==> config.mk <==
export PLATFORM = sky130hd
export DESIGN_NAME = sbq_mac
export DESIGN_NICKNAME = d
export VERILOG_FILES = /design/src/design/sbq_pkg.sv /design/src/design/sbq_mac.sv
export SDC_FILE = /design/constraint.sdc
export NUM_CORES = 2
export LEC_CHECK = 0
export ABC_CLOCK_PERIOD_IN_PS = 19750
export BUFFER_PORTS_ARGS = -buffer_cell sky130_fd_sc_hd__buf_2
export CORE_MARGIN = 2
export CORE_UTILIZATION = 35
export CTS_CLUSTER_DIAMETER = 200
export DETAILED_ROUTE_END_ITERATION = 8
export PLACE_DENSITY = 0.59
export SLEW_MARGIN = 0
export SYNTH_ARGS = -nofsm -noshare
export SYNTH_HDL_FRONTEND = slang
export SYNTH_SLANG_ARGS = --single-unit
export TNS_END_PERCENT = 1
==> constraint.sdc <==
create_clock -name clk -period 19.75 [get_ports clk]
set_clock_uncertainty 0.1 [all_clocks]
set_input_delay 1.975 -clock clk [delete_from_list [all_inputs] [get_ports clk]]
set_output_delay 1.975 -clock clk [all_outputs]
set_load 0.1 [all_outputs]
==> src/design/sbq_pkg.sv <==
// Types, codes and arithmetic helpers of the stereo biquad equalizer.
package sbq_pkg;

    localparam int COEF_W = 32;
    localparam int DATA_W = 32;
    localparam int SAMP_W = 24;
    localparam int BAND_W = 6;
    localparam int PROD_W = 64;
    localparam int RND_W  = 38;
    localparam int ACC_W  = 40;

    localparam logic [1:0] KIND_SAMPLE  = 2'd0;
    localparam logic [1:0] KIND_LOAD    = 2'd1;
    localparam logic [1:0] KIND_DISABLE = 2'd2;

    typedef struct packed {
        logic signed [COEF_W-1:0] b0;
        logic signed [COEF_W-1:0] b1;
        logic signed [COEF_W-1:0] b2;
        logic signed [COEF_W-1:0] a1;
        logic signed [COEF_W-1:0] a2;
    } sbq_coef_t;

    typedef struct packed {
        logic                     coef_we;
        logic                     delay_we;
        logic                     clear_we;
        logic                     ch;
        logic [BAND_W-1:0]        band;
        sbq_coef_t                coef;
        logic signed [DATA_W-1:0] z1;
        logic signed [DATA_W-1:0] z2;
    } sbq_wr_t;

    typedef struct packed {
        logic              rd_en;
        logic              ch;
        logic [BAND_W-1:0] band;
    } sbq_rd_t;

    typedef enum logic [3:0] {
        ST_IDLE,
        ST_SCAN,
        ST_RD,
        ST_MB0,
        ST_Y,
        ST_A1,
        ST_B2,
        ST_A2,
        ST_WB,
        ST_OUT
    } sbq_state_t;

    // True when a wide sum does not fit in 32 signed bits.
    function automatic logic ovf32(input logic signed [ACC_W-1:0] v);
        return (v > ACC_W'(64'sh7FFFFFFF)) || (v < -ACC_W'(64'sh80000000));
    endfunction

    function automatic logic signed [DATA_W-1:0] sat32(input logic signed [ACC_W-1:0] v);
        logic signed [DATA_W-1:0] r;
        if (v > ACC_W'(64'sh7FFFFFFF)) begin
            r = 32'sh7FFFFFFF;
        end else if (v < -ACC_W'(64'sh80000000)) begin
            r = 32'sh80000000;
        end else begin
            r = v[DATA_W-1:0];
        end
        return r;
    endfunction

endpackage

==> src/design/sbq_mac.sv <==
// Shared 32x32 multiplier with registered product and half-up rounding to Q14.23.
module sbq_mac
    import sbq_pkg::*;
(
    input  logic                     clk,
    input  logic signed [COEF_W-1:0] coef,
    input  logic signed [DATA_W-1:0] value,
    output logic signed [RND_W-1:0]  rounded
);

    logic signed [PROD_W-1:0] prod_reg;
    logic signed [PROD_W-1:0] biased;

    always_ff @(posedge clk) begin
        prod_reg <= PROD_W'(coef) * PROD_W'(value);
    end

    // Adding half an LSB and shifting right arithmetically rounds half up.
    assign biased  = prod_reg + (PROD_W'(1) <<< 25);
    assign rounded = RND_W'(biased >>> 26);

endmodule

==> out/results.ini <==
[outcome]
outcome = finished, final reports clean

[global_routing]
grt_util_met1_pct = 23.0
track_usage_pct = 18.5
grt_pass1_vias = 28100
grt_overflow = 0
met2_usage_pct = 34.0
antenna_found_initial = 13
grt_max_degree = 33
grt.busiest_layer = met2
use_met3_pct = 1.67
grt_pass1_wl_um = 156000

[timing]
setup_viol = 0
maxSlewHeadroom_pct = 33.1
fin_ws_ns = 9.68
fin_crit_sh_pct = 51.0
whs_ns = 2.83
period_minus_slack_ns = 10.07
hold_viol = 0
finalSetupTns_ns = 0
fmax_mhz = 99.3
slew_viol_final = 0
worst_pin_slew_ns = 0.995
grt_setup_unrepaired = no

[critical_path]
cpPeakStageDelay_ns = 0.89
worstPathArrival_ns = 10.15
end_kind = flop
critPathLaunchType = input port
cp_slowest_cell = fa_1
cp.required_ns = 19.83
critPathKind = input port to flop
path_common_cell = fa_1
crit_fanout = 32

[die]
rows = 119
core_um2 = 105000
die_x_um = 329
die_h_um = 329
die_area_um2 = 108000
ios = 103
initial_core_util_pct = 35.2

[synthesis]
synth_fa_ha_area_share_pct = 64.7
synth.distinct_cells = 62
yosys_warnings = 0
synth_xor_xnor_area_share_pct = 2.16
yosysMostFrequentCell = fa_1
synth_top_family_by_area = adder cells
synth-main-ff-cell = dfxtp_1
postSynthCellCount = 3913
synth.cell_area_um2 = 37000
synth-compound-area-share_pct = 3.04
syn-num-nets = 5240
avgSynthCellArea_um2 = 9.45
yosysSeqAreaShare_pct = 2.11
synth-seq-cells = 39
yosysTopAreaCell = fa_1
async_flop_share_pct = 0
synth-simple-area-share_pct = 16.2
synth.top_cells.by_area = fa_1, inv_1, and2_1
synthTopCellsByCount = fa_1, inv_1, nand2_1, and2_1, clkbuf_1
synth_edf_count = 0
yosysTopAreaCellShare_pct = 58.5
synthMuxAreaShare_pct = 0

[detailed_routing]
firstDrtPassIters = 5
routed_wl_um = 94900
detail-route-antenna-nets = 0
via_per_inst = 4.79
drt_iter0_drc = 1137
wire_per_inst_um = 18.2
vias = 25100
drc = 0

[clocking]
htree_num_levels = 2
cts_setup_buffers = 0
cts_buffer_depth = 2
cts_sinks = 39
cts_root_buf = clkbuf_16
cts.clk_slew.worst_paths_ns = 0.06
cts_tree = built
cts_resized = 0
hold_buffers = 0
cts_buffers = 5

[layout]
n_fill_cell = 10700
fin_cells = 5229
nets = 5159
layout-drive-gt1-share_pct = 3.70
area_growth_pct = 4.71
seq_area_um2 = 781
multiInputGateArea_um2 = 31800
largest_reg_flops = 39

[worst_hold_path]
min_path_type = flop to output port
worstHoldPathCells = 2

[placement]
io_buffers = 102
place_inst = 5216
place_ws_ns = 9.37
place_hpwl_um = 80100
gp_congestion = 0.830

[job]
maxCapViolCount = 0

stage by stage:
step                      util, %  area (um^2)
after floorplan                 -        37000
after global placement       36.7        38600
after CTS                    36.9        38700
after global routing         36.9        38700
final                        36.9        38700
after detailed placement     36.7        38600
worst max-delay path, delay by kind of cell:
kind / cells / cell delay (ns)
xor gates and xnor gates: 1 / 0.11
and+or+nand+nor: 6 / 1.34
AOI/OAI and AO/OA: 2 / 0.33
adders and majority gates: 9 / 4.69
buffers and inverters: 8 / 1.68
layout by cell type, fill, tap and decap left out, types with 7 or more instances in the layout:
master	n
a21o_1	26
a21oi_1	56
and2_1	515
and3_1	14
buf_2	102
buf_4	14
dfxtp_1	39
fa_1	1081
ha_1	181
inv_1	957
nand2_1	522
nand2b_1	7
nand3_1	25
nand4_1	20
nor2_1	57
nor2b_1	7
nor3_1	7
o21ai_0	22
o21bai_1	9
xnor2_1	58
xor2_1	33
kinds of logic after synthesis:
logic type	after synthesis
buf+inv	1162
xor+xnor	91
fa+ha+maj	1262
flops	39
compound gates	167
simple gates	1192
worst paths after layout:
check / endpoint / start / slack [ns]
max: prod_reg[61] / value[6] / 9.68
min: rounded[37] / prod_reg[63] / 2.83
area by class of cell:
type,instances,area share [%]
diodes,5,0.0323
flip-flops and latches,39,2.02
inverters,958,9.29
well taps,1391,4.50
clock buffers,5,0.323
repair buffers,116,1.59
clock inverters,3,0.0517
multi-input cells,2712,82.2
metal layers:
metal | routed length, um | vias to the layer above
li1 | - | 11000
met1 | 36800 | 13400
met3 | 3380 | 156
met4 | 3230 | 10
met5 | 69 | -
met2 | 51500 | 536
Power is left out: the tool's default activity adds up to more than one toggle a clock period on the data nets, which glitch-free logic cannot reach.
